## config.mk

```make
export PLATFORM = sky130hd
export DESIGN_NAME = rwfs_result_fifo
export DESIGN_NICKNAME = d
export VERILOG_FILES = /design/src/hdl/assert_macros.svh /design/src/hdl/rwfs_pkg.sv /design/src/hdl/rwfs_result_fifo.sv
export SDC_FILE = /design/constraint.sdc
export NUM_CORES = 1
export LEC_CHECK = 0
export ABC_CLOCK_PERIOD_IN_PS = 3900
export BUFFER_PORTS_ARGS = -buffer_cell sky130_fd_sc_hd__clkbuf_2
export CAP_MARGIN = 0
export CORE_UTILIZATION = 47
export CTS_CLUSTER_DIAMETER = 120
export DETAILED_ROUTE_END_ITERATION = 8
export HOLD_SLACK_MARGIN = 0.12
export PLACE_DENSITY = 0.67
export SETUP_SLACK_MARGIN = 0.2
export SLEW_MARGIN = 0
export SYNTH_ARGS = -nofsm -noshare
export SYNTH_HDL_FRONTEND = slang
export SYNTH_SLANG_ARGS = --single-unit
```

## constraint.sdc

```tcl
create_clock -name clk -period 3.9 [get_ports clk]
set_clock_uncertainty 0.15 [all_clocks]
set_input_delay 0.195 -clock clk [delete_from_list [all_inputs] [get_ports clk]]
set_output_delay 0.195 -clock clk [all_outputs]
set_load 0.02 [all_outputs]
```

## src/hdl/assert_macros.svh

```systemverilog
// Assertion macros used by the RTL top level
`ifndef ASSERT_MACROS_SVH
`define ASSERT_MACROS_SVH

// Same-cycle implication, disabled during reset
`define ASSERT_IMPLIES(name, clk, rst, ante, cons) \
  name: assert property (@(posedge clk) disable iff (rst) (ante) |-> (cons)) \
    else $error("assertion failed: same-cycle implication");

// Next-cycle implication, disabled during reset
`define ASSERT_NEXT(name, clk, rst, ante, cons) \
  name: assert property (@(posedge clk) disable iff (rst) (ante) |=> (cons)) \
    else $error("assertion failed: next-cycle implication");

`endif

```

## src/hdl/rwfs_pkg.sv

```systemverilog
// Types, constants and helpers for the rolling window fingerprint sampler
`default_nettype none
package rwfs_pkg;

  typedef enum logic [2:0] {
    REG_PRIME            = 3'd0,
    REG_HASH_BITS        = 3'd1,
    REG_SAMPLE_BITS      = 3'd2,
    REG_WIN_SIZE         = 3'd3,
    REG_WINDOW_POWER     = 3'd4,
    REG_MAX_PAYLOAD      = 3'd5,
    REG_MAX_FINGERPRINTS = 3'd6
  } cfg_reg_t;

  localparam logic [63:0] PRIME_RESET         = 64'd1048583;
  localparam logic [6:0]  HASH_BITS_RESET     = 7'd60;
  localparam logic [5:0]  SAMPLE_BITS_RESET   = 6'd7;
  localparam logic [6:0]  WIN_SIZE_RESET      = 7'd64;
  localparam logic [63:0] WINDOW_POWER_RESET  = 64'd0;
  localparam logic [15:0] MAX_PAYLOAD_RESET   = 16'd1464;
  localparam logic [11:0] MAX_FP_RESET        = 12'd1000;
  localparam logic [11:0] TESTED_SAT          = 12'd4095;

  localparam int FIFO_DEPTH = 4;
  localparam int FIFO_AW    = 2;
  localparam int FIFO_CW    = 3;

  typedef struct packed {
    logic        active;
    logic        restart;
    logic        need_sub;
    logic        first_win;
    logic        cand;
    logic [15:0] offset;
  } item_ctl_t;

  typedef struct packed {
    logic s1;
    logic s2;
    logic s3;
  } pipe_state_t;

  typedef struct packed {
    logic [63:0] fingerprint;
    logic [15:0] window_offset;
  } result_t;

  function automatic logic [63:0] low_mask(input logic [6:0] n);
    logic [63:0] m;
    if (n >= 7'd64) begin
      m = '1;
    end else begin
      m = (64'd1 << n) - 64'd1;
    end
    return m;
  endfunction

endpackage
`default_nettype wire

```

## src/hdl/rwfs_result_fifo.sv

```systemverilog
// Small show-ahead result queue between the hash pipeline and the output
`default_nettype none
module rwfs_result_fifo (
  input  wire logic                          clk,
  input  wire logic                          rst,
  input  wire logic                          push,
  input  wire rwfs_pkg::result_t             push_data,
  input  wire logic                          pop,
  output logic                               out_valid,
  output rwfs_pkg::result_t                  out_data,
  output logic [rwfs_pkg::FIFO_CW-1:0]       count
);

  rwfs_pkg::result_t                slots [rwfs_pkg::FIFO_DEPTH];
  logic [rwfs_pkg::FIFO_AW-1:0]     wr_ptr, rd_ptr;

  always_ff @(posedge clk) begin
    if (rst) begin
      wr_ptr <= '0;
      rd_ptr <= '0;
      count  <= '0;
    end else begin
      if (push) begin
        wr_ptr <= wr_ptr + 1'b1;
      end
      if (pop) begin
        rd_ptr <= rd_ptr + 1'b1;
      end
      unique case ({push, pop})
        2'b10:   count <= count + 1'b1;
        2'b01:   count <= count - 1'b1;
        default: count <= count;
      endcase
    end
  end

  always_ff @(posedge clk) begin
    if (push) begin
      slots[wr_ptr] <= push_data;
    end
  end

  assign out_valid = (count != '0);
  assign out_data  = slots[rd_ptr];

endmodule
`default_nettype wire

```

==> impl_metrics.toml, run 1 <==
[run_status]
outcome = "finished clean"

[clock_network]
cts_root_buf = "clkbuf_16"
htree_levels = 2
cts_resized = 0
path_clk_slew_ps = 60
cts_tree = "yes"
clockBufferDepth = 3
worstSkewPairLatency_ps = 500
cts_buffers = 34
clock_sinks = 329

[die]
die_area_um2 = 26300
core_area_um2 = 25200
fp.dieH_um = 162
initial_core_util = 0.479
row_count = 58
pin_count = 168
die_x_um = 162

[route]
met2WireLength_um = 11200
drc = 0
wl_per_cell_um = 20.3
first_pass_iters = 4
drtIter0Drc = 430
via_count = 5793
top_layer = "met4"
routed_wl_um = 22300
antenna_left = 0
routed-wl-met3_um = 1350
via_per_inst = 5.28
m1WireLength_um = 9250

[synth]
synthFlopType = "edfxtp_1"
synth_seq_cells = 329
syn_nets = 554
synth_area_per_cell_um2 = 26.0
synth_edf_count = 320
syn_area_um2 = 12100
yosysWarnings = 0
seq_area_frac_synth = 0.812
asyncSetResetFlopFracSynth = 0
synth_cell_types = 20
syn_inst = 464

[timing]
tightest_slew_ps = 912
setup_viol = 0
slew_headroom = 0.392
min_period_ps = 2700
fin_crit_sh = 0.692
hold_viol_final = 0
drv_slew = 0
tns_ps = 0
rsz0062_at_grt = "false"
fmax_ghz = 0.370

[cells_and_area]
syn_to_final_growth_pct = 25.3
instances_no_fill = 1097
antennaDiodeCount = 0
multi_input_area_um2 = 2030
final_cell_mix = "edfxtp_1, clkbuf_2, dlygate4sd3_1"
layout_commonest_cell = "edfxtp_1"
finish.net_count = 833
post_route_cells_drive_above_1_share = 0.405
final_cell_area_um2 = 15100
fill_cells = 1790
final_core_util = 0.600
ff_latch_area_um2 = 9800

[worst_setup_path]
critPathKind = "flop to output pin"
slowest_delay_ps = 940
end_kind = "output pin"
slowest_stage = "dfxtp_4"
crit_required_ps = 3560
path_cells = "buf_4 -> mux4_2 -> clkbuf_2"
start_kind = "flop"
crit_arrival_ps = 2360
critPathMaxFanout = 58

[grt]
antenna_found_initial = 0
grt_pass1_wl_um = 34400
grt_start_max_net_pins = 59
grt-ovfl-total = 0
grt_usage = 0.175
grt_pass1_vias = 6201

[place]
place_congestion = 0.736
placedCellCount = 953
dp.final_hpwl_um = 13200
dpl_cell_area_um2 = 13200
port_buffers = 167

[power_and_ir_drop]
power_density_nw_per_um2 = 532
ir_worst_vdd_v = 0.000445
p_leak_nw = 5.21
total_power_mw = 8.03

[run]
drv_cap = 0

[min_path]
min_path_type = "input port to flop"
[critical path: cells and delay by family, from the launching register on]
family,cells,cell delay [ps]
multiplexers,1,340
buffers and inverters,2,530
flip-flops,1,940
[cell type report]
cell class | instances | area share
Inverter | 6 | 0.00149
Timing Repair Buffer | 262 | 0.118
Clock buffer | 50 | 0.0665
Tap cell | 330 | 0.0273
Sequential cell | 329 | 0.649
Multi-Input combinational cell | 110 | 0.135
Clock inverter | 10 | 0.00307
[power by group]
| part | internal, mW | leakage, nW | switching (mW) | total, mW |
|---|---|---|---|---|
| Clock | 1.78 | 0.521 | 1.24 | 3.02 |
| Sequential | 4.06 | 3.01 | 0.0647 | 4.12 |
| Combinational | 0.390 | 1.67 | 0.500 | 0.890 |
| Total | 6.23 | 5.21 | 1.80 | 8.03 |
[logic make-up (layout without fill, tap and decap cells)]
| group | count (synthesis) | count (layout) | share of synthesized area |
|---|---|---|---|
| AND/OR/NAND/NOR | 15 | 15 | 0.00592 |
| AO/OA/AOI/OAI | 3 | 3 | 0.00125 |
| XOR/XNOR | 5 | 5 | 0.00363 |
| flip-flops | 329 | 329 | 0.812 |
| buffers and inverters | 25 | 328 | 0.0200 |
| multiplexers | 81 | 81 | 0.150 |
| adder cells (fa/ha/maj) | 6 | 6 | 0.00685 |
[registers in the layout, indices dropped and copies added (netlist names), named ones only]
register / count
count: 3
rd_ptr: 2
slots: 320
wr_ptr: 2
[stage by stage]
step                setup WS, ps  hold slack (ps)
finish                      1200              309
global route                1080              295
CTS                         1140              286
detailed placement          1680              265
global placement            1730              258
floorplan                    897              144
[routing by layer]
| layer | global-route usage | vias up |
|---|---|---|
| li1 | - | 2535 |
| met1 | 0.234 | 3012 |
| met2 | 0.288 | 210 |
| met3 | 0.0383 | 36 |
| met4 | 0.0532 | 0 |
| met5 | 0 | - |
[cells in the mapped netlist (2+ instances only)]
cell      instances  area (um2)
a21oi_1           2        10.0
and2_1            4        25.0
buf_12            8         160
buf_2             8        40.0
dfxtp_1           9         180
edfxtp_1        320        9610
ha_1              5        62.6
inv_1             6        22.5
mux4_2           80        1800
nor2_1            8        30.0
or3_1             2        12.5
xnor2_1           2        17.5
xor2_1            3        26.3
[timing repair]
action,CTS,global route
buffers inserted,0,0
endpoints found under the hold margin,329,0
hold buffers,84,0
[final timing paths]
check                           depth (start not counted)          start      endpoint  slack, ps
worst max-delay path                                    3           flop  out_data[45]       1200
worst min-delay path                                    2  push_data[46]  slots[2][46]        310
worst max register to register                          3      wr_ptr[0]  slots[1][79]       1740
worst min register to register                          2       count[2]      count[2]        380
Note: power is estimated with default switching activity, not from simulation.
==> run 2, diff against run 1 <==
ABC_CLOCK_PERIOD_IN_PS = 2300   (was 3900)
PLACE_DENSITY = 0.7   (was 0.67)
clock period = 2.3 ns   (was 3.9 ns; I/O delays follow)
==> run 2 against run 1 <==
  * Critical path depth rose by 1
  * Total power grew 77%
  * Hold slack got worse by 84 ps
  * Routed wire length rose by 9.5%
  * Critical endpoint is now out_data[30]
  * Non-clock buffer count is 17 higher
  * Design area is 6.3% higher
  * Highest routed layer unchanged
  * Die area unchanged
==> impl_metrics.toml, run 2 (synthesized netlist as in run 1, its figures left out) <==
[timing]
rsz0062_at_grt = "true"
slew_headroom = 0.678
tightest_slew_ps = 483
fmax_ghz = 0.454
tns_ps = 0
setup_viol = 0
fin_crit_sh = 0.958
drv_slew = 0
hold_ws_ps = 225
hold_viol_final = 0
min_period_ps = 2200

[worst_setup_path]
critPathKind = "flop to output pin"
crit_arrival_ps = 1940
start_kind = "flop"
end_kind = "output pin"
path_cells = "buf_12 -> clkbuf_16 -> mux4_2 -> buf_6"
slowest_stage = "mux4_2"
slowest_delay_ps = 530
crit_required_ps = 2040
critPathMaxFanout = 8

[place]
place_congestion = 0.710
dp.final_hpwl_um = 13500
placedCellCount = 955
port_buffers = 167

[cells_and_area]
post_route_cells_drive_above_1_share = 0.417
multi_input_area_um2 = 2030
ff_latch_area_um2 = 9800
syn_to_final_growth_pct = 33.1
top_register = "slots"
final_cell_mix = "edfxtp_1, clkbuf_2, dlygate4sd3_1"
finish.net_count = 851
largest_register_ffs = 320
final_core_util = 0.637
reg_top3 = "slots x320, count x3"
fill_cells = 1674
instances_no_fill = 1115
layout_commonest_cell = "edfxtp_1"

[clock_network]
cts_buffers = 35
path_clk_slew_ps = 60
cts_root_buf = "clkbuf_16"
clockBufferDepth = 3
cts_tree = "yes"
worstSkewPairLatency_ps = 490
clock_sinks = 329
htree_levels = 2

[grt]
grt-ovfl-total = 0
antenna_found_initial = 1
grt_start_max_net_pins = 52
grt_pass1_vias = 6378
grt_usage = 0.185
grt_pass1_wl_um = 35900

[die]
initial_core_util = 0.479
fp.dieH_um = 162
die_x_um = 162
pin_count = 168
row_count = 58
die_area_um2 = 26300
core_area_um2 = 25200

[run_status]
outcome = "finished clean"

[power_and_ir_drop]
seqPwrFrac = 0.489
power_density_nw_per_um2 = 887
total_power_mw = 14.2
pwr-share-comb = 0.141
p_switching_mw = 3.19
power.internal_mw = 11.0
p_clk_frac = 0.370
swShare = 0.224
ir_worst_vdd_v = 0.000554
p_leak_nw = 5.54

[route]
met2WireLength_um = 12300
wl_per_cell_um = 21.9
drc = 0
routed_wl_um = 24400
top_layer = "met4"
via_per_inst = 5.28
via_count = 5882
routed-wl-met3_um = 1390
m1WireLength_um = 10400
antenna_left = 0
first_pass_iters = 4
drtIter0Drc = 468

[min_path]
min_path_type = "input port to flop"

[run]
drv_cap = 0
-- run 2: power groups by stage --
stage | combinational [mW] | clock (mW) | sequential [mW]
2_1_floorplan | 0.982 | 0 | 7.06
3_3_place_gp | 1.46 | 0 | 7.07
3_5_place_dp | 1.49 | 0 | 7.09
4_1_cts | 1.74 | 5.37 | 6.97
5_1_grt | 2.13 | 5.59 | 6.98
6_report | 2.01 | 5.26 | 6.96
-- run 2: timing repair --
action,4_1_cts,5_1_grt
gates cloned,5,5
hold buffers,85,0
endpoints found under the setup margin,80,80
gates resized for setup,12,208
hold endpoints to repair,362,0
buffers inserted,4,0
pin swaps,0,0
-- run 2: per-stage QoR --
stage,setup WS [ps],instance area [um2]
6_report,96.6,16000
3_5_place_dp,460,13400
3_3_place_gp,494,13400
2_1_floorplan,529,12100
4_1_cts,45.4,15500
5_1_grt,19.3,16000
-- run 2: area by class of cell --
cell class,count,area share
antenna,1,0.000156
clock buffer,41,0.0586
sequential,329,0.611
clock inverter,19,0.00889
inverter,6,0.00140
timing repair buffer,279,0.168
tap,330,0.0257
multi-input combinational,110,0.127
-- run 2: path summary, 6_finish.rpt --
| kind | start | cells after the start | slack [ps] | endpoint |
|---|---|---|---|---|
| hold / removal | push_data[15] | 2 | 220 | slots[1][15] |
| setup / recovery | flop | 4 | 100 | out_data[30] |
| setup reg to reg | wr_ptr[0] | 4 | 500 | slots[2][16] |
| hold reg to reg | count[2] | 2 | 360 | count[2] |
-- run 2: per-layer routing --
metal	vias up	track usage
li1	2586	-
met1	3058	0.250
met2	205	0.309
met3	33	0.0403
met4	0	0.0433
met5	-	0
-- run 2: critical path: cells and delay by family (launching register included) --
family / cells / cell delay [ps]
flip-flops: 1 / 400
multiplexers: 1 / 530
buffers and inverters: 3 / 510
==> run 3, diff against run 2 <==
SETUP_SLACK_MARGIN = 0.4   (was 0.2)
==> run 3 against run 2 <==
  * First-iteration DRC count increased by 0.43%
  * Setup slack about the same
  * Combinational power about the same
  * Design area about the same
  * Hold slack about the same
  * Maximum frequency about the same
  * Sequential power about the same
  * Register-to-register slack about the same
  * Global-route usage unchanged
  * Critical path depth unchanged
  * Clock power about the same
  * Clock-buffer cell count unchanged
  * Critical path type unchanged
  * Critical endpoint unchanged
  * Largest power group unchanged
  * Highest routed layer unchanged
==> impl_metrics.toml, run 3 (synthesized netlist as in run 1, its figures left out) <==
[die]
die_area_um2 = 26300
core_area_um2 = 25200
pin_count = 168
initial_core_util = 0.479
row_count = 58
die_x_um = 162
fp.dieH_um = 162

[worst_setup_path]
slowest_stage = "mux4_2"
cp.depth = 4
path_buf_inv = 3
crit_arrival_ps = 1940
start_kind = "flop"
end_kind = "output pin"
critPathKind = "flop to output pin"
cpLargestDelayFamily = "multiplexers"
crit_required_ps = 2040
rr_worst_depth = 4
path_cells = "buf_12 -> clkbuf_16 -> mux4_2 -> buf_6"
slowest_delay_ps = 530
critPathMaxFanout = 8

[grt]
grt_use_met1 = 0.250
grt_pass1_wl_um = 35900
grt_usage = 0.185
grt_util_met2 = 0.309
antenna_found_initial = 1
grtUsageMet3 = 0.0403
gr-max-usage-layer = "met2"
grt_pass1_vias = 6378
grt_start_max_net_pins = 52
grt-ovfl-total = 0

[timing]
tns_ps = 0
fmax_ghz = 0.454
drv_slew = 0
setup_viol = 0
rsz0062_at_grt = "true"
hold_viol_final = 0
hold_ws_ps = 225
slew_headroom = 0.678
fin_crit_sh = 0.958
layout_setup_ws_ps = 96.5
tightest_slew_ps = 483
min_period_ps = 2200

[place]
dp.final_hpwl_um = 13500
placedCellCount = 955
port_buffers = 167
post-place-ws_ps = 460
place_congestion = 0.710
dpl_cell_area_um2 = 13400

[route]
drtIter0Drc = 470
routed_wl_um = 24500
first_pass_iters = 4
via_per_inst = 5.28
drc = 0
wl_per_cell_um = 21.9
via_count = 5892
antenna_left = 0

[run]
drv_cap = 0

[cells_and_area]
final_cell_area_um2 = 16100
final_cell_mix = "edfxtp_1, clkbuf_2, dlygate4sd3_1"
finish.net_count = 851
post_route_cells_drive_above_1_share = 0.418
final_core_util = 0.637
syn_to_final_growth_pct = 33.1
top_register = "slots"
largest_register_ffs = 320
reg_top3 = "slots x320, count x3"
instances_no_fill = 1115
layout_commonest_cell = "edfxtp_1"

[power_and_ir_drop]
power_density_nw_per_um2 = 887
ir_worst_vdd_v = 0.000554
p_leak_nw = 5.54
total_power_mw = 14.2

[clock_network]
cts_root_buf = "clkbuf_16"
htree_levels = 2
path_clk_slew_ps = 60
worstSkewPairLatency_ps = 490
clock_sinks = 329
clockBufferDepth = 3
cts_buffers = 35
cts_tree = "yes"

[min_path]
min_path_type = "input port to flop"
holdPathStages = 2

[run_status]
outcome = "finished clean"
run 3: final timing paths:
check	startpoint	endpoint	slack [ps]
worst min-delay path	push_data[15]	slots[1][15]	220
worst max register to register	wr_ptr[0]	slots[2][16]	500
worst min register to register	count[2]	count[2]	360
worst max-delay path	flop	out_data[30]	100
run 3: layout make-up:
class / count / area [um2]
Timing Repair Buffer: 279 / 2700
Multi-Input combinational cell: 110 / 2040
Inverter: 6 / 22.5
Clock inverter: 19 / 143
Sequential cell: 329 / 9800
Antenna cell: 1 / 2.50
Fill cell: 1673 / 9130
Clock buffer: 41 / 941
Tap cell: 330 / 413
run 3: per-layer routing:
layer  up-vias  wire length (um)
met5         -                 0
met4         0               384
met3        33              1360
met2       202             12300
met1      3071             10400
li1       2586                 -
run 3: report_power, final:
group	internal, mW	switching [mW]	total, mW	leakage [nW]
Sequential	6.88	0.0832	6.96	3.01
Clock	3.14	2.12	5.26	0.527
Combinational	1.02	0.985	2.01	2.00
Total	11.0	3.19	14.2	5.54
run 3: repair_timing:
action                                  CTS  global route
hold endpoints to repair                362             0
setup buffers                             4             0
gates resized for setup                  12           212
cloned                                    5             5
endpoints found under the setup margin   80            82
hold buffers                             85             0
