**src/hdl/assert_macros.svh**
```systemverilog
// Assertion macros used by the RTL top level
`ifndef ASSERT_MACROS_SVH
`define ASSERT_MACROS_SVH

// Same-cycle implication, disabled during reset
`define ASSERT_IMPLIES(name, clk, rst, ante, cons) \
  name: assert property (@(posedge clk) disable iff (rst) (ante) |-> (cons)) \
    else $error("assertion failed: same-cycle implication");

// Next-cycle implication, disabled during reset
`define ASSERT_NEXT(name, clk, rst, ante, cons) \
  name: assert property (@(posedge clk) disable iff (rst) (ante) |=> (cons)) \
    else $error("assertion failed: next-cycle implication");

`endif

```
**src/hdl/rwfs_window_ram.sv**
```systemverilog
// Byte window store: one write port, one registered read port, read-first
`default_nettype none
module rwfs_window_ram #(
  parameter int DEPTH = 64,
  parameter int AW    = 6
) (
  input  wire logic          clk,
  input  wire logic          we,
  input  wire logic [AW-1:0] waddr,
  input  wire logic [7:0]    wdata,
  input  wire logic          re,
  input  wire logic [AW-1:0] raddr,
  output logic      [7:0]    rdata
);

  logic [7:0] mem [DEPTH];

  always_ff @(posedge clk) begin
    if (re) begin
      rdata <= mem[raddr];
    end
    if (we) begin
      mem[waddr] <= wdata;
    end
  end

endmodule
`default_nettype wire

```
**config.mk**
```make
export PLATFORM = sky130hd
export DESIGN_NAME = rwfs_window_ram
export DESIGN_NICKNAME = d
export VERILOG_FILES = /design/src/hdl/assert_macros.svh /design/src/hdl/rwfs_window_ram.sv
export SDC_FILE = /design/constraint.sdc
export NUM_CORES = 1
export LEC_CHECK = 0
export BUFFER_PORTS_ARGS = -buffer_cell sky130_fd_sc_hd__buf_2
export CAP_MARGIN = 25
export CORE_ASPECT_RATIO = 1.25
export CORE_UTILIZATION = 65
export CTS_BUF_LIST = sky130_fd_sc_hd__clkbuf_4 sky130_fd_sc_hd__clkbuf_8 sky130_fd_sc_hd__clkbuf_16
export DETAILED_ROUTE_END_ITERATION = 16
export PLACE_DENSITY = 0.84
export SYNTH_ARGS = -nofsm -noshare
export SYNTH_HDL_FRONTEND = slang
export SYNTH_SLANG_ARGS = --single-unit
```
**constraint.sdc**
```tcl
create_clock -name clk -period 4.1 [get_ports clk]
set_input_delay 0.41 -clock clk [delete_from_list [all_inputs] [get_ports clk]]
set_output_delay 0.41 -clock clk [all_outputs]
set_load 0.01 [all_outputs]
```
==> results of run 1 <==
[logic make-up after synthesis]
kind of cell           count (synthesis)  synth area share [%]
DFF                                  520                  77.1
muxes                                162                  15.9
and+or+nand+nor                      153                  3.37
AOI/OAI and AO/OA                     54                  2.06
buffers and inverters                 51                  1.56
[power by group]
group / leakage (nW) / internal, mW / switching (mW)
Combinational: 1.55 / 0.210 / 0.347
Sequential: 4.69 / 5.89 / 0.0161
Clock: 0.781 / 2.67 / 1.91
[registers in the layout, summed over array words and instances (netlist names)]
register and count:
rdata 8, mem 512
[metrics by stage]
stage          setup WS, ns  instances
6_report               1.41       1427
5_1_grt                1.21       1427
4_1_cts                1.41       1419
3_5_place_dp          0.854       1336
3_3_place_gp          0.837       1334
2_1_floorplan          1.88        940
[path summary, 6_finish.rpt]
path                                   end
worst max register to register    rdata[1]
worst min-delay path            mem[11][7]
worst min register to register    rdata[0]
worst max-delay path              rdata[1]
[worst max-delay path: stages]
cell and delay [ns]:
clkbuf_8 0.69, buf_4 0.51, mux4_2 0.57, mux2i_1 0.17
o2111ai_1 0.28, nand2_1 0.18, o2bb2ai_1 0.07
[metal layers]
metal,up-vias,share of wire [%],track usage [%]
met5,-,0.057,0
met4,4,4.4,12.7
met3,169,11,6.19
met2,806,50,51.3
met1,5115,34,40.3
li1,4029,-,-
[cell type report]
class                   count  area [um^2]  share of cell area, %
flip-flops and latches    520        15600                   69.5
repair buffers             52          442                   1.97
clock inverters            34          398                   1.77
clock buffers              49         1190                   5.30
diodes                      2         5.00                 0.0223
well taps                 401          502                   2.23
multi-input cells         369         4320                   19.2
[cell usage in the layout (no fill, tap or decap), drive strengths merged, types with 2 or more instances in the layout]
cell type  instances
nor4               2
buf               51
mux4             126
clkbuf            50
nand3b             3
o221a              2
edfxtp           520
a2111oi            2
nand3             13
a22oi              3
nand2b             7
o32ai              2
nor2              83
mux2              13
a21oi              3
nor3               7
a221oi             6
o21ai              4
o21a               2
o41ai              2
o2111ai            3
nor2b             14
a211oi             4
o2bb2ai            3
o221ai             8
diode              2
o22ai              8
nand2             19
mux2i             23
nand4              2
clkinvlp           2
bufinv             9
clkinv            22
==> run_results.csv, run 1 <==
group,metric,value,unit
cts,postCtsSetupBuffers,0,
cells_and_area,final_area,22500,um^2
cells_and_area,area_delta_synth_final,11.0,%
global_routing,grtUsageTotal,30.7,%
floorplan,start_util,66.6,%
synth,ys_seq_area_share,77.1,%
cts,ctsResizeCount,0,
placed_design,gp_congestion,0.881,
worst_setup_path,arrival,2.98,ns
min_path,holdPathStages,1,
global_routing,grt_pass1_vias,10200,
drt,route.detailed.drc,0,
synth,yosys_most_used_dff,"edfxtp_1",
pwr,total_power,11.0,mW
sta,setup_violations,0,
floorplan,io-pin-count,31,
global_routing,grt-ovfl-total,0,
worst_setup_path,r2r_cells,4,
cells_and_area,final_util,74.0,%
worst_setup_path,r2r_start,"mem[44][1]",
sta,period_needed,2.69,ns
cts,worstSkewPairLatency,0.56,ns
synth,synth.top_cell.area_share,77.1,%
drt,drtPass1Iterations,6,
sta,worst_slew_pin_slew,1.10,ns
sta,hold_violations,0,
placed_design,port-buffer-count,30,
synth,synth_cells,940,
placed_design,placed_cell_area,20800,um^2
synth,netlist-cell-type-count,39,
synth,synthTopCellsByArea,"edfxtp_1 77%, mux4_2 14%, nor2_1 1.5%, mux2i_1 1.1%, mux2_2 0.72%",
floorplan,num_rows,71,
synth,ys_warn_count,0,
synth,netlist_area,20200,um^2
worst_setup_path,rrSetupSlack,1.84,ns
drt,avgViaCountPerCell,7.09,
drt,wl,47200,um
cts,numCtsBuffers,45,
sta,fmax,0.371,GHz
cells_and_area,fill_cells,1573,
pwr,power_leakage,7.02,nW
sta,slew_headroom,26.4,%
min_path,hp-start,"wdata[7]",
cells_and_area,fin_nets,1011,
synth,synth_largest_area_cell,"edfxtp_1",
floorplan,core,30400,um^2
synth,synth_edf_count,520,
run_status,status,"completed",
synth,syn_nets,963,
cts,cts_buffer_depth,3,
placed_design,hpwl,26400,um
sta,maxSlewViolCount,0,
drt,drtIter0Drc,1608,
sta,fin_hold_ws,0.229,ns
pwr,p_per_area,492,nW/um^2
floorplan,die_h,199,um
synth,post-synth-top-count-cell,"edfxtp_1",
global_routing,grt_max_degree,78,
cts,clkTransAtPathRegs,0.07,ns
sta,layout_worst_path_cycle_share,65.7,%
drt,ant_nets,0,
cts,clock_sinks,520,
sta,clock-skew-final,0.0134,ns
worst_setup_path,critPathKind,"in -> reg",
cts,h-tree-depth,2,
worst_setup_path,worstPathMaxFanout,77,
worst_setup_path,startpoint,"raddr[0]",
sta,rsz0062_at_grt,"no",
worst_setup_path,start_kind,"primary input",
cells_and_area,drive_above_1_share,25.9,%
flow_run,drv_cap,0,
sta,fin_setup_tns,0,ns
cts,cts_root_buffer,"clkbuf_16",
cts,cts_tree,"done",
pwr,peakVddDrop,0.000338,V
synth,yosys-top-cells-count,"520 x edfxtp_1, 126 x mux4_2, 83 x nor2_1",
synth,ys_seq_elements,520,
floorplan,die_area,31900,um^2
synth,ys_async_sr_fraction,0,%
global_routing,grt_pass1_wl,68700,um
drt,detail_route.wl_per_cell,33.1,um
floorplan,fp.dieW,160,um
drt,routed-via-count,10100,
global_routing,antenna_found_initial,4,
worst_setup_path,worstPathRequired,4.39,ns
synth,syn_area_per_cell,21.5,um^2
min_path,min_path_type,"in -> reg",
worst_setup_path,cp-end-kind,"flip-flop",
cts,holdBufCountCts,0,
(Power assumes the default switching activity.)
==> inputs of run 2 (changes only) <==
--- a/config.mk
+++ b/config.mk
@@ -8,10 +8,10 @@
 export BUFFER_PORTS_ARGS = -buffer_cell sky130_fd_sc_hd__buf_2
 export CAP_MARGIN = 25
 export CORE_ASPECT_RATIO = 1.25
-export CORE_UTILIZATION = 65
+export CORE_UTILIZATION = 56
 export CTS_BUF_LIST = sky130_fd_sc_hd__clkbuf_4 sky130_fd_sc_hd__clkbuf_8 sky130_fd_sc_hd__clkbuf_16
 export DETAILED_ROUTE_END_ITERATION = 16
-export PLACE_DENSITY = 0.84
+export PLACE_DENSITY = 0.77
 export SYNTH_ARGS = -nofsm -noshare
 export SYNTH_HDL_FRONTEND = slang
 export SYNTH_SLANG_ARGS = --single-unit
==> constraint.sdc (replaced) <==
create_clock -name clk -period 2.4 [get_ports clk]
set_input_delay 0.24 -clock clk [delete_from_list [all_inputs] [get_ports clk]]
set_output_delay 0.24 -clock clk [all_outputs]
set_load 0.01 [all_outputs]
==> run 2 against run 1 <==
Net effect: first-iteration DRC count decreased by 25%; highest routed layer is now met4; largest power group unchanged; flip-flop and latch count unchanged; design area increased by 4.3%; non-clock buffer count increased by 105; clock-buffer cell count increased by 2.
==> run_results.csv, run 2 (synthesis gave the netlist of run 1 again) <==
group,metric,value,unit
pwr,switching_share,20.0,%
cts,numCtsBuffers,46,
drt,drtPass1Iterations,5,
sta,timing.final.ws_setup,0.114,ns
sta,worst_slew_pin_slew,0.779,ns
pwr,power_leakage,7.61,nW
sta,maxSlewViolCount,0,
drt,drtIter0Drc,1210,
sta,setup_violations,0,
sta,rsz0062_at_grt,"no",
sta,period_needed,2.29,ns
worst_setup_path,cp-end-kind,"flip-flop",
sta,hold_violations,0,
sta,fmax,0.437,GHz
placed_design,gp_congestion,0.838,
drt,avgViaCountPerCell,6.30,
sta,clock-skew-final,0.0163,ns
cts,worstSkewPairLatency,0.57,ns
cts,cts_tree,"done",
flow_run,drv_cap,0,
pwr,combPwrFrac,5.2,%
cells_and_area,final_common_cell,"edfxtp_1",
cts,clock_sinks,520,
cells_and_area,top_regs,"mem (512), rdata (8)",
global_routing,grt_max_degree,65,
floorplan,io-pin-count,31,
global_routing,grt-ovfl-total,0,
floorplan,die_h,215,um
pwr,p_per_area,816,nW/um^2
drt,wl,44800,um
run_status,status,"completed",
pwr,pwr-share-seq,52.8,%
floorplan,core,35500,um^2
global_routing,grtUsageTotal,25.5,%
cells_and_area,mostFrequentLayoutCells,"520 x edfxtp_1, 126 x mux4_2, 120 x buf_4",
worst_setup_path,arrival,2.59,ns
floorplan,die_area,36900,um^2
global_routing,antenna_found_initial,2,
cells_and_area,register_area,15600,um^2
worst_setup_path,worstPathMaxFanout,1,
cts,cts_buffer_depth,3,
drt,route.detailed.drc,0,
drt,ant_nets,0,
cts,h-tree-depth,2,
global_routing,grt_pass1_wl,66400,um
cells_and_area,final_area,23400,um^2
cells_and_area,largest_reg_flops,512,
cells_and_area,fin_nets,1117,
pwr,intPower,15.3,mW
cells_and_area,fill_cells,2226,
sta,fin_setup_tns,0,ns
worst_setup_path,critPathKind,"reg -> reg",
cells_and_area,regMostFlops,"mem",
cts,clkTransAtPathRegs,0.07,ns
cells_and_area,drive_above_1_share,33.2,%
global_routing,grt_pass1_vias,10500,
placed_design,dp_slack,-0.266,ns
drt,routed-via-count,10100,
floorplan,fp.dieW,172,um
drt,detail_route.wl_per_cell,27.8,um
worst_setup_path,start_kind,"flip-flop",
placed_design,placed_cell_area,21800,um^2
placed_design,hpwl,28300,um
cells_and_area,area_delta_synth_final,15.8,%
placed_design,port-buffer-count,30,
worst_setup_path,worstPathRequired,2.70,ns
cts,cts_root_buffer,"clkbuf_16",
min_path,min_path_type,"in -> reg",
cells_and_area,multi_input_area,4320,um^2
floorplan,num_rows,77,
floorplan,start_util,57.1,%
pwr,pwr-share-clk,42.0,%
pwr,power.switching,3.83,mW
sta,layout_worst_path_cycle_share,95.3,%
pwr,peakVddDrop,0.000506,V
sta,slew_headroom,48.1,%
-- run 2: changes by cell type in the layout (fill, tap and decap cells not counted), sizes merged --
cell	before	now
clkbuf	50	52
inv	1	0
buf	51	156
bufinv	9	10
clkinv	22	23
-- run 2: final timing paths --
kind / startpoint / to / slack, ns / cells past startpoint
worst max-delay path: mem[21][6] / rdata[6] / 0.11 / 5
worst min-delay path: re / rdata[1] / 0.08 / 1
worst max register to register: mem[21][6] / rdata[6] / 0.11 / 5
worst min register to register: mem[19][1] / rdata[1] / 0.95 / 4
-- run 2: what timing repair did --
item	CTS	global route
endpoints found under the setup margin	1	0
gates resized for setup	1	0
buffers inserted	0	0
endpoints found under the hold margin	0	0
hold buffers	0	0
-- run 2: area by class of cell --
class,count,share of cell area [%]
Tap cell,474,2.53
Clock inverter,35,1.85
Clock buffer,51,5.30
Sequential cell,520,66.6
Multi-Input combinational cell,369,18.4
Antenna cell,2,0.0214
Timing Repair Buffer,157,5.25
-- run 2: through the flow --
stage / hold WS (ns) / cells / total power, mW / utilization [%]
floorplan: 0.339 / 940 / 10.8 / -
global placement: 0.639 / 1519 / 11.2 / 61.3
detailed placement: 0.643 / 1520 / 11.3 / 61.4
CTS: 0.0497 / 1606 / 19.2 / 66.1
global route: 0.0551 / 1606 / 19.6 / 66.1
finish: 0.0758 / 1608 / 19.1 / 66.1
-- run 2: critical path, stage by stage, from the launching register on --
cell and delay [ns]:
edfxtp_1 0.37, mux4_2 0.47, mux2_2 0.29, o221a_2 0.29
nor3_2 0.45, o32ai_1 0.15
-- run 2: power groups by stage --
stage	logic [mW]	registers, mW	clock network, mW
finish	0.995	10.1	8.03
global route	1.05	10.1	8.46
CTS	0.994	10.1	8.13
detailed placement	0.984	10.3	0
global placement	0.957	10.3	0
floorplan	0.536	10.3	0
-- run 2: metal layers --
| metal | global-route usage [%] | routed length (um) |
|---|---|---|
| met1 | 32.9 | 16300 |
| met2 | 42.7 | 23100 |
| met3 | 5.11 | 3750 |
| met4 | 9.47 | 1560 |
| met5 | 0 | 0 |
==> inputs of run 3 (changes only) <==
--- a/config.mk
+++ b/config.mk
@@ -8,10 +8,10 @@
 export BUFFER_PORTS_ARGS = -buffer_cell sky130_fd_sc_hd__buf_2
 export CAP_MARGIN = 25
 export CORE_ASPECT_RATIO = 1.25
-export CORE_UTILIZATION = 56
+export CORE_UTILIZATION = 62
 export CTS_BUF_LIST = sky130_fd_sc_hd__clkbuf_4 sky130_fd_sc_hd__clkbuf_8 sky130_fd_sc_hd__clkbuf_16
 export DETAILED_ROUTE_END_ITERATION = 16
-export PLACE_DENSITY = 0.77
+export PLACE_DENSITY = 0.81
 export SYNTH_ARGS = -nofsm -noshare
 export SYNTH_HDL_FRONTEND = slang
 export SYNTH_SLANG_ARGS = --single-unit
==> constraint.sdc (replaced) <==
create_clock -name clk -period 2.3 [get_ports clk]
set_input_delay 0.23 -clock clk [delete_from_list [all_inputs] [get_ports clk]]
set_output_delay 0.23 -clock clk [all_outputs]
set_load 0.01 [all_outputs]
==> run 3 against run 2 <==
Net effect: total power is 4.5% higher; largest cell class unchanged; global-route usage grew 4.1 points; fmax increased by 3.9%; routed wire length increased by 5.6%; via count grew 3.9%.
==> run_results.csv, run 3 (synthesis gave the netlist of run 1 again) <==
group,metric,value,unit
run_status,status,"completed",
cts,postCtsSetupBuffers,0,
cells_and_area,finalNonFillerCells,1553,
sta,worst_slew_pin_slew,0.904,ns
worst_setup_path,critPathKind,"reg -> reg",
placed_design,hpwl,28000,um
cts,cts_root_buffer,"clkbuf_16",
cells_and_area,register_area,15600,um^2
drt,wl,47300,um
cells_and_area,mostFrequentLayoutCells,"520 x edfxtp_1, 126 x mux4_2, 124 x buf_4",
worst_setup_path,worstPathMaxFanout,1,
sta,rsz0062_at_grt,"no",
pwr,power.switching,3.96,mW
worst_setup_path,start_kind,"flip-flop",
pwr,pwr-share-clk,41.8,%
placed_design,gp_congestion,0.855,
placed_design,placedCellCount,1470,
cts,clkTransAtPathRegs,0.06,ns
cts,cts_tree,"done",
pwr,combPwrFrac,5.5,%
drt,avgViaCountPerCell,6.77,
cells_and_area,regMostFlops,"mem",
pwr,pwr-share-seq,52.7,%
pwr,peakVddDrop,0.000625,V
drt,drtPass1Iterations,6,
worst_setup_path,cp-end-kind,"flip-flop",
sta,maxSlewViolCount,0,
sta,fin_hold_ws,0.0573,ns
cells_and_area,drive_above_1_share,34.1,%
worst_setup_path,r2r_cells,6,
min_path,min_path_type,"in -> reg",
cts,cts_buffer_depth,3,
drt,route.detailed.drc,0,
global_routing,grt_pass1_vias,10800,
cts,holdBufCountCts,0,
pwr,power_leakage,7.71,nW
min_path,holdPathStages,1,
placed_design,dp_slack,-0.130,ns
cts,numCtsBuffers,47,
sta,hold_violations,0,
floorplan,start_util,63.3,%
drt,detail_route.wl_per_cell,30.4,um
cts,ctsResizeCount,0,
cells_and_area,area_delta_synth_final,16.3,%
sta,period_needed,2.20,ns
sta,timing.final.ws_setup,0.0994,ns
floorplan,io-pin-count,31,
pwr,switching_share,19.8,%
global_routing,grt-ovfl-total,0,
pwr,p_per_area,849,nW/um^2
cells_and_area,fin_nets,1131,
cells_and_area,top_regs,"mem (512), rdata (8)",
global_routing,antenna_found_initial,0,
cells_and_area,multi_input_area,4320,um^2
sta,fin_setup_tns,0,ns
floorplan,fp.dieW,164,um
pwr,intPower,16.0,mW
cts,clock_sinks,520,
cells_and_area,final_area,23500,um^2
global_routing,grtUsageTotal,29.6,%
worst_setup_path,arrival,2.49,ns
cells_and_area,largest_reg_flops,512,
worst_setup_path,worstPathRequired,2.59,ns
global_routing,grt_pass1_wl,69400,um
drt,drtIter0Drc,1653,
placed_design,placed_cell_area,21900,um^2
sta,clock-skew-final,0.0200,ns
drt,routed-via-count,10500,
global_routing,grt_max_degree,65,
drt,ant_nets,0,
flow_run,drv_cap,0,
cells_and_area,final_common_cell,"edfxtp_1",
floorplan,num_rows,73,
cells_and_area,final_util,73.6,%
sta,setup_violations,0,
floorplan,die_h,204,um
sta,layout_worst_path_cycle_share,95.7,%
cts,worstSkewPairLatency,0.56,ns
sta,slew_headroom,39.7,%
placed_design,port-buffer-count,30,
floorplan,die_area,33400,um^2
cts,h-tree-depth,2,
sta,fmax,0.454,GHz
pwr,total_power,20.0,mW
floorplan,core,32000,um^2
cells_and_area,fill_cells,1661,
## run 3: worst paths after layout
| check | start | endpoint | slack (ns) |
|---|---|---|---|
| min | re | rdata[4] | 0.06 |
| max reg2reg | mem[21][6] | rdata[6] | 0.1 |
| max | mem[21][6] | rdata[6] | 0.1 |
| min reg2reg | mem[18][2] | rdata[2] | 0.97 |
## run 3: power by group through the flow
stage | registers (mW) | clock network, mW | logic [mW]
finish | 10.5 | 8.35 | 1.10
global placement | 10.7 | 0 | 1.03
detailed placement | 10.7 | 0 | 1.06
global route | 10.5 | 8.74 | 1.15
floorplan | 10.7 | 0 | 0.559
CTS | 10.5 | 8.40 | 1.08
## run 3: cell type report
class	count	area share (%)
clock buffer	54	5.22
timing repair buffer	170	6.12
sequential	520	66.3
multi-input combinational	369	18.4
clock inverter	27	1.76
antenna	1	0.0106
tap	412	2.19
## run 3: routing by layer
layer | global-route usage (%) | part of all wire (%)
met1 | 39.1 | 35
met2 | 48.5 | 50
met3 | 5.17 | 9.9
met4 | 13.3 | 4.9
met5 | 0 | 0
## run 3: worst max-delay path, stage by stage, from the launching register on
cell and delay, ns:
edfxtp_1 0.39, mux4_2 0.50, mux2_2 0.30, o221a_2 0.31, nor3_2 0.17, buf_4 0.14, o32ai_1 0.12
